[config.mk]
export PLATFORM = sky130hd
export DESIGN_NAME = tev_delay
export DESIGN_NICKNAME = d
export VERILOG_FILES = /design/src/rtl/tev_delay.sv
export SDC_FILE = /design/constraint.sdc
export NUM_CORES = 1
export LEC_CHECK = 0
export BUFFER_PORTS_ARGS = -buffer_cell sky130_fd_sc_hd__buf_2
export CORE_ASPECT_RATIO = 1.75
export CORE_MARGIN = 2
export CORE_UTILIZATION = 55
export DETAILED_ROUTE_END_ITERATION = 8
export PLACE_DENSITY = 0.84
export SLEW_MARGIN = 20
export SYNTH_ARGS = -nofsm -noshare
export SYNTH_HDL_FRONTEND = slang
export SYNTH_SLANG_ARGS = --single-unit
[constraint.sdc]
create_clock -name clk -period 1 [get_ports clk]
set_clock_uncertainty 0.05 [all_clocks]
set_input_delay 0.05 -clock clk [delete_from_list [all_inputs] [get_ports clk]]
set_output_delay 0.05 -clock clk [all_outputs]
set_load 0.005 [all_outputs]
[src/rtl/tev_delay.sv]
// enable-gated delay line that keeps sideband aligned with a root pipeline
`default_nettype none

module tev_delay #(
	parameter int W = 8,
	parameter int D = 4
) (
	input  wire logic         clk,
	input  wire logic         arst_n,
	input  wire logic         en,
	input  wire logic [W-1:0] d,
	output logic      [W-1:0] q
);

	logic [W-1:0] line_q [D];

	always_ff @(posedge clk or negedge arst_n) begin
		if (!arst_n) begin
			for (int i = 0; i < D; i++) line_q[i] <= '0;
		end else if (en) begin
			line_q[0] <= d;
			for (int i = 1; i < D; i++) line_q[i] <= line_q[i-1];
		end
	end

	assign q = line_q[D-1];

endmodule

`default_nettype wire

After elaboration in Yosys (flattened, before gate mapping)
Cells that the tools add are included.
{ "totals": {"ff_bits": 32, "out_inout_bits": 8, "input_bits": 11, "elab_cells": 4} }

Logic depth before layout (Yosys ltp)
{ "logic_depth": {"word_depth": 0, "mapped_depth": 3, "depth_no_buf": 1} }

Worst setup path before layout
Ideal clock, no wire load.
{ "synth_path": {"path_kind": "register to register", "start": "register, netlist name q[0]", "end": "register line_q (netlist bit q[0])", "required_ns": 0.825, "setup_slack_ns": 0.221, "stages_incl_launch_ff": 2, "path_buffers": 0, "setup_ns": 0.125, "arrival_ns": 0.604, "period_less_slack_ns": 0.779, "path_cell_list": "dfrtp_1 mux2_4"} }
{ "synth_lines": {"columns": ["element", "line_no", "text"], "rows": [
  ["to (decl)", "15", "logic [W-1:0] line_q [D];"]
]} }

Worst setup path in the final report
{ "layout_path": {"start": "register line_q (netlist bit q[7])", "end": "output q[7]"} }
{ "layout_lines": {"columns": ["element", "line_no", "text"], "rows": [
  ["to (decl)", "12", "output logic [W-1:0] q"]
]} }
No word-level cell between the ends.

==> impl_metrics.env <==
export IMPL_run_status="complete, no violations"
export IMPL_syn_area_mm2=0.001405
export IMPL_layout_setup_ws_ps=104.7
export IMPL_path_delay_family="flip-flops"
export IMPL_area_delta_synth_final_pct=14.69
export IMPL_clkSinkCount=32
export IMPL_path_max_fanout=2
export IMPL_cts_htree_levels=2
export IMPL_final_core_util_pct=65.45
export IMPL_maximum_ir_drop_on_the_vdd_rail_v=0.001329
export IMPL_drt_wl_total_um=1944
export IMPL_layout_cell_area_non_filler_mm2=0.001612
export IMPL_synth_top_cell_area_share_pct=56.99
export IMPL_final_min_period_over_clock_period_pct=89.53
export IMPL_die_width_um=42.21
export IMPL_maxCapViolCount=0
export IMPL_switchingPower_uw=723.6
export IMPL_powerDensity_mw_per_mm2=1990
export IMPL_crit_path_cell_trace="buf_2"
export IMPL_cts_made_buffers=5
export IMPL_clock_tree_from_tritoncts="built"
export IMPL_worst_slew_pin_tran_ps=390.6
export IMPL_switching_fraction_pct=22.56
export IMPL_cellLeakagePower_nw=0.8040
export IMPL_hold_class="in -> reg"
export IMPL_hold_viol=0
export IMPL_share_seq_of_total_power_pct=51.3
export IMPL_grt_start_max_net_pins=33
export IMPL_drtPass1Iterations=3
export IMPL_setup_worst_path_end_class="output pin"
export IMPL_final_antenna_net_count=0
export IMPL_core_region_area_mm2=0.002462
export IMPL_netlist_top_cell_by_area="sky130_fd_sc_hd__dfrtp_1"
export IMPL_drt_first_iter_violations=13
export IMPL_startpoint_of_the_most_critical_register_to_register_path="line_q[12]"
export IMPL_timing_setup_tns_ps=0
export IMPL_route_vias_total=644
export IMPL_share_clk_of_total_power_pct=31.1
export IMPL_synth_seq_cells=32
export IMPL_combinationalPowerShare_pct=17.6
export IMPL_initial_util_pct=57.06
export IMPL_post_synth_cell_area_avg_um2=18.49
export IMPL_drv_slew=0
export IMPL_detailroute_wirelength_met2_um=971
export IMPL_clk_latency_ps=280
export IMPL_postSynthNetCount=87
export IMPL_avgRoutedWirePerCell_um=15.19
export IMPL_placed_cells=111
export IMPL_critical_path_arrival_ps=800
export IMPL_internal_power_mw=2.483
export IMPL_clock_root_buffer="sky130_fd_sc_hd__clkbuf_8"
export IMPL_synth_seq_area_share_pct=56.99
export IMPL_crit_type="reg -> out"
export IMPL_whs_ps=50.79
export IMPL_synth_distinct_cells=6
export IMPL_grt_antenna_before_repair=0
export IMPL_top_layer_used="met4"
export IMPL_worst_path_buf_inv=1
export IMPL_required_ps=900
export IMPL_unrepaired_setup_endpoints_after_global_routing="no"
export IMPL_buffer_ports_inserted=18
export IMPL_holdCritStartpoint="en"
export IMPL_grt_pass1_vias=748
export IMPL_finish_cell_count_without_fillers=128
export IMPL_place_ws_ps=65.50
export IMPL_yosysWarningCount=0
export IMPL_timing_critical_path_slowest_stage_cell="sky130_fd_sc_hd__dfrtp_1"
export IMPL_critical_path_max_stage_delay_ps=390
export IMPL_final_total_pwr_mw=3.207
export IMPL_wirelength_met1_um=816
export IMPL_grt_first_pass_wirelength_um=3519
export IMPL_post_synth_main_area_contributors="sky130_fd_sc_hd__dfrtp_1 (57%), sky130_fd_sc_hd__mux2_4 (32%), sky130_fd_sc_hd__buf_12 (4.3%)"
export IMPL_cts_max_path_buffers=2
export IMPL_drt_vias_per_instance=5.031
export IMPL_met3RoutedLength_um=99
export IMPL_total_die_area_mm2=0.002991
export IMPL_nets=112
export IMPL_io_pins=19
export IMPL_critPathLaunchType="flop"
export IMPL_setup_viol_count_final=0
export IMPL_finalCriticalPeriod_ps=895.3
export IMPL_place_gp_congestion=0.7683
export IMPL_die_height_um=70.86
export IMPL_max_freq_mhz=1117
export IMPL_slew_headroom_pct=73.96
export IMPL_dpl_hpwl_um=1263
export IMPL_clock_transition_time_at_the_flip_flop_clock_pins_of_the_worst_setup_and_hold_paths_ps=60
export IMPL_grtUsageTotal_pct=16.29
export IMPL_placement_rows=24
export IMPL_post_synth_inst_count=76
export IMPL_cts_setup_buffers=0
export IMPL_n_antenna_cell=0
export IMPL_globalRoute_totalOverflow=0
export IMPL_startpoint="q[7]"
export IMPL_placedInstanceArea_mm2=0.001431
export IMPL_drt_drc_violations_left=0
export IMPL_layout_drive_gt1_share_pct=57.84
export IMPL_post_cts_resized=0
-- Yosys cell counts (all sizes together) --
cell,number
mux2,32
buf,12
dfrtp,32
-- power by group through the flow --
stage	registers (mW)	clock network, mW	logic, mW
2_1_floorplan	1.63	0	0.520
3_3_place_gp	1.66	0	0.525
3_5_place_dp	1.67	0	0.546
4_1_cts	1.65	1.04	0.575
5_1_grt	1.68	1.08	0.610
6_report	1.65	0.997	0.565
-- layout make-up --
class                           instances  area (um^2)
Tap cell                               26        32.53
Multi-Input combinational cell         32        473.0
Sequential cell                        32        800.8
Clock buffer                            8        90.09
Fill cell                             178        850.8
Timing Repair Buffer                   30        215.2
-- state kept, by name, indices dropped and copies added (netlist names) --
signal / cells
line_q: 24
q: 8
-- path summary, 6_finish.rpt --
kind	endpoint	slack [ps]	cells past startpoint
max	q[7]	100	1
min	line_q[29]	50	2
max reg2reg	line_q[12]	170	1
min reg2reg	q[3]	450	1
max in group asynchronous	line_q[21]	350	3
min in group asynchronous	q[1]	270	3
-- placed cells by master, fill, tap and decap left out, drive strengths merged --
cell / instances
mux2: 32
clkbuf: 8
dlygate4sd3: 9
buf: 21
dfrtp: 32
-- cells by family after synthesis --
group	synth area share, %
buffers and inverters	9.350
DFF	56.99
muxes	33.66
-- repair_timing --
item / 4_1_cts / 5_1_grt
setup endpoints to repair: 0 / 0
hold buffers: 9 / 0
hold endpoints to repair: 40 / 0
-- per-layer routing --
layer  GRT usage, %  up-vias
met5              0        -
met4          9.375        0
met3          6.888        6
met2          23.59       15
met1          20.28      324
li1               -      299
Power figures use the tool's default switching activity.
