## src/rtl/tev_isqrt.sv

```systemverilog
// pipelined floor square root, two radicand bits per stage
`default_nettype none

module tev_isqrt #(
	parameter int IN_W = 51
) (
	input  wire logic                    clk,
	input  wire logic                    en,
	input  wire logic [IN_W-1:0]         x,
	output logic      [(IN_W+1)/2-1:0]   root
);

	localparam int N   = (IN_W + 1) / 2;
	localparam int EW  = 2 * N;
	localparam int RMW = N + 2;

	logic [EW-1:0]  x_q    [N];
	logic [RMW-1:0] rem_q  [N];
	logic [N-1:0]   root_q [N];

	for (genvar i = 0; i < N; i++) begin : g_step
		logic [EW-1:0]  x_in;
		logic [RMW-1:0] rem_in;
		logic [N-1:0]   root_in;
		logic [RMW-1:0] rem_sh;
		logic [RMW-1:0] trial;

		if (i == 0) begin : g_first
			assign x_in    = EW'(x);
			assign rem_in  = '0;
			assign root_in = '0;
		end else begin : g_next
			assign x_in    = x_q[i-1];
			assign rem_in  = rem_q[i-1];
			assign root_in = root_q[i-1];
		end

		assign rem_sh = {rem_in[RMW-3:0], x_in[EW-1 -: 2]};
		assign trial  = {root_in, 2'b01};

		always_ff @(posedge clk) begin
			if (en) begin
				x_q[i] <= x_in << 2;
				if (rem_sh >= trial) begin
					rem_q[i]  <= rem_sh - trial;
					root_q[i] <= {root_in[N-2:0], 1'b1};
				end else begin
					rem_q[i]  <= rem_sh;
					root_q[i] <= {root_in[N-2:0], 1'b0};
				end
			end
		end
	end

	assign root = root_q[N-1];

endmodule

`default_nettype wire

```

## config.mk

```make
export PLATFORM = sky130hd
export DESIGN_NAME = tev_isqrt
export DESIGN_NICKNAME = d
export VERILOG_FILES = /design/src/rtl/tev_isqrt.sv
export SDC_FILE = /design/constraint.sdc
export NUM_CORES = 2
export LEC_CHECK = 0
export BUFFER_PORTS_ARGS = -buffer_cell sky130_fd_sc_hd__buf_2
export CAP_MARGIN = 5
export CORE_MARGIN = 2
export CORE_UTILIZATION = 42
export DETAILED_ROUTE_END_ITERATION = 7
export HOLD_SLACK_MARGIN = 0.15
export SYNTH_ARGS = -nofsm -noshare
export SYNTH_HDL_FRONTEND = slang
export SYNTH_SLANG_ARGS = --single-unit
```

## constraint.sdc

```tcl
create_clock -name clk -period 5.6 [get_ports clk]
set_input_delay 0.84 -clock clk [delete_from_list [all_inputs] [get_ports clk]]
set_output_delay 0.84 -clock clk [all_outputs]
set_load 0.01 [all_outputs]
```

* Yosys cells after proc, flatten, opt, wreduce, memory -nomap -nowiden
Memory sizes are Yosys's and may differ from the RTL's.
Cells that the tools add are included.
** Word-level totals
- Register bits :: 0
- Memory bits (writable) :: 2704
- Bits of input ports :: 53
- Output and inout port bits :: 26
- Logic and storage cells :: 317
- Memories :: 3
** Operators by class
- Add/sub/neg operators :: 26
- Order comparisons :: 26
- Multiplexer cells :: 210
- Bitwise operators :: 52
** Memories
- x_q :: depth 26, bits a word 50, rd ports 25, clocked after memory_dff 0, wr ports 26, RTL line 17 : logic [EW-1:0] x_q [N];
- rem_q :: depth 26, bits a word 28, rd ports 25, clocked after memory_dff 0, wr ports 26, RTL line 18 : logic [RMW-1:0] rem_q [N];
- root_q :: depth 26, bits a word 26, rd ports 26, clocked after memory_dff 0, wr ports 26, RTL line 19 : logic [N-1:0] root_q [N];
** Operators by type and width (count)
- $mux W28 :: 26
- $ge A28 B28 Y1 :: 25
- $sub A28 B28 Y28 :: 25
- $mux W26 :: 26
- $mux W1 :: 158
- $or A1 B1 Y1 :: 52
- $sub A1 B1 Y2 const B :: 1
- $ge A1 B1 Y1 const B :: 1

* Depth between registers and ports, before layout
An unclocked memory read counts as a cell.
- Depth in word-level cells :: 6
- Depth in mapped cells :: 14
- Gate-level depth less buffers :: 12

* Worst setup path after synthesis
OpenSTA, ideal clock, no wires.
- Path kind :: input port to flip-flop
- Start :: input port en
- End :: memory rem_q[1][224] (netlist bit), enable pin
- Setup time :: 0.426 ns
- Arrival time :: 3.027 ns
- Data required time :: 5.174 ns
- Setup slack :: 2.146 ns
- Stages on the path :: 4
- Path buffers :: 4
- Path through :: clkbuf_1 -> clkbuf_1 -> clkbuf_1 -> clkbuf_1
** RTL lines
- start: declaration :: RTL line 8 : input wire logic en,
- end: declaration :: RTL line 18

==> key figures <==
Finish
  – Fraction of layout cells with a size suffix above 1: 8.242%
  – Area grow syn2layout: 12.57%
  – Design Area, Final: 83510 sq um
  – FILL cells: 15376
  – Final Core Density: 47.47%
  – Post-layout nets: 6292
  – Diode count: 0
  – Layout Cells excl Fill: 8334

Worst setup path
  – Critical Path RT: 6150 ps
  – Max incr delay on CP: 570 ps
  – Slowest CP cell: and4_1
  – CP max FO: 33
  – Flop2flop setup slack: 1650 ps
  – Critical path class: reg -> reg
  – Crit start category: register
  – Setup crit end kind: register
  – Critical path data arrival time: 4500 ps
  – Crit path top cell by count: o31ai_1
  – Cells along the critical path: ha_1 -> a211o_1 -> o211ai_1 -> a21oi_1 -> o31ai_1 -> a31oi_1 -> o31ai_1 -> and4_1 -> buf_4 -> mux2_2

Clock tree
  – Num CTS Buffers: 175
  – CTS Root Cell: clkbuf_16
  – Max clock buf depth: 3
  – Clk sinks: 1612
  – H-Tree Depth: 4
  – Post-CTS sizing: 0
  – Post-CTS setup buffers: 0
  – CTS clk-pin slew, worst paths: 60 ps
  – Skew-Pair Late Insertion Delay: 800 ps
  – CTS tree: yes
  – Hold buffer count at cts: 50

Route
  – Via count: 42965
  – Drt wl/cell: 17.17 um
  – WL final: 143.1 mm
  – Routed Antenna Nets: 0
  – DRC errors left: 0
  – Vias per inst: 5.155
  – Initial DRC count: 2738
  – First drt pass iteration count: 5

STA
  – Slew headroom: 22.49%
  – RSZ-0062 raised after global routing: false
  – F_max: 253.4 MHz
  – Final Skew: 33.12 ps
  – Worst-margin pin slew: 1158 ps
  – Fin Setup TNS: 0 ps
  – Final setup viols: 0
  – Hold Slack: 333.5 ps
  – Setup WS post-layout: 1653 ps
  – Period minus WS final: 3947 ps
  – Final Max Tran Viols: 0
  – Hold Fails Final Rpt: 0
  – Tcrit/Tclk final: 70.48%

Placement
  – # port buffers: 78
  – Gpl congestion: 0.9039
  – Setup Slack @ Placement: 1371 ps
  – DP Area: 77460 sq um
  – Number of placed cells counting well taps: 7974
  – Dpl hpwl: 100.8 mm

Synth
  – Number of distinct library cells after synthesis: 80
  – Seq/Total Area, Yosys: 65.23%
  – Largest area contributor in the netlist: edfxtp_1
  – Flops & latches, synth: 1612
  – Synth warn: 0
  – Ys async rst share: 0%
  – Synthesized net count: 6061
  – Mean Syn Cell Area: 13.18 sq um
  – Top cells by area, synth: edfxtp_1 65%, ha_1 6.4%, xnor2_1 3.3%
  – Top-area cell type share of the netlist area: 65.21%
  – Synth Flop Type: edfxtp_1
  – Synthesized instance count: 5630
  – Synthesized area: 74190 sq um
  – Number of synthesized flops with an enable pin: 1611

Global routing
  – Largest net degree at the start of global routing: 202
  – Grt total ovfl: 0
  – Vias in the first global route: 42730
  – GRT Overall Usage: 15.89%
  – First-pass GRT wire length: 228.8 mm
  – Initial antenna violation count: 0

Floorplanning
  – Die height: 424.3 um
  – Ports: 79
  – Initial Util: 42.17%
  – Die Area: 180000 sq um
  – Row count: 154
  – Die width: 424.3 um
  – Core Region: 175900 sq um

Power
  – Leak Pwr: 31.56 nW
  – Total power draw: 33.93 mW
  – Max IR drop VDD: 0.3385 mV
  – Pwr Density: 406.2 nW/um^2

Job
  – Max-cap violations: 0

Hold path
  – Worst hold path type: in -> reg

Status
  – Outcome: finished clean
[critical path, delay by kind of cell, from the launching register on]
kind,cells,cell delay (ps)
AO/OA/AOI/OAI,6,1570
adder cells (fa/ha/maj),1,380
flip-flops,1,390
AND/OR/NAND/NOR,1,570
buffers and inverters,1,400
multiplexers,1,370
[placed cells by master, fill, tap and decap left out, types with 82 or more instances in the layout]
cell type  instances
a21o_1           134
ha_1             378
clkbuf_16        176
nand3_1           82
xnor2_1          278
a21oi_1          344
nor3_1           113
nor2_1           360
edfxtp_1        1611
o21ai_0          299
xor2_1           225
nand2_1          354
inv_1            457
[sequential cells by signal, indices dropped and copies added (netlist names)]
register and flops:
root_q 351, x_q 650, rem_q 611
[cell families (layout without fill, tap and decap cells)]
family | after synthesis | after routing | share of synthesized area, %
AOI/OAI and AO/OA | 1092 | 1092 | 9.004
xor gates and xnor gates | 503 | 503 | 5.938
adders and majority gates | 378 | 378 | 6.375
buffers and inverters | 573 | 937 | 2.938
DFF | 1612 | 1612 | 65.23
muxes | 75 | 75 | 1.122
and+or+nand+nor | 1397 | 1397 | 9.389
[cell usage after synthesis, drive strengths merged (6+ instances only)]
cell type  count
mux2          65
o21ai        305
nor2         360
and2          26
nand4         47
or3           65
nand3         82
edfxtp      1611
or4           28
nand3b        17
nor4b         20
a2111oi        6
or2           33
nand2        354
mux2i         10
and4          11
a21boi        12
o31ai         29
xnor2        278
and3          19
or4b           8
inv          459
nor4          68
buf           21
nand4b        11
xor2         225
o21bai        22
a211oi        32
o21a          59
a31oi         29
nand2b        63
clkbuf        93
a21o         134
a21oi        346
a31o          11
o211ai        30
ha           378
a311oi         7
nor3b          7
nor3         113
nor2b         57
a211o         10
[area by class of cell]
type / count / area (sq um) / share of cell area (%)
clock buffer: 206 / 4517 / 5.409
clock inverter: 104 / 1032 / 1.236
inverter: 459 / 1723 / 2.063
multi-input combinational: 3445 / 23660 / 28.33
sequential: 1612 / 48400 / 57.95
tap: 2340 / 2928 / 3.506
timing repair buffer: 168 / 1256 / 1.504
[where the power goes]
part,leakage (nW),internal [mW],switching (mW)
Clock,2.67,6.39,4.72
Sequential,15.5,15.3,0.985
Combinational,13.4,2.88,3.67
[worst paths after layout]
check                     startpoint                      end  cells after the start
max          rem_q[1][115]$_DFFE_PP_  rem_q[1][154]$_DFFE_PP_                     10
min reg2reg    x_q[0][486]$_DFFE_PP_    x_q[0][538]$_DFFE_PP_                      0
min                            x[50]   root_q[0][0]$_DFFE_PP_                      2
max reg2reg  rem_q[1][115]$_DFFE_PP_  rem_q[1][154]$_DFFE_PP_                     10
[layer usage]
| layer | vias up | track usage (%) | routed length, um |
|---|---|---|---|
| met1 | 20698 | 19.46 | 61010 |
| li1 | 21216 | - | - |
| met3 | 294 | 2.525 | 5298 |
| met4 | 0 | 6.168 | 4850 |
| met2 | 757 | 28.07 | 71920 |
| met5 | - | 0 | 0 |
Power figures use the tool's default switching activity.
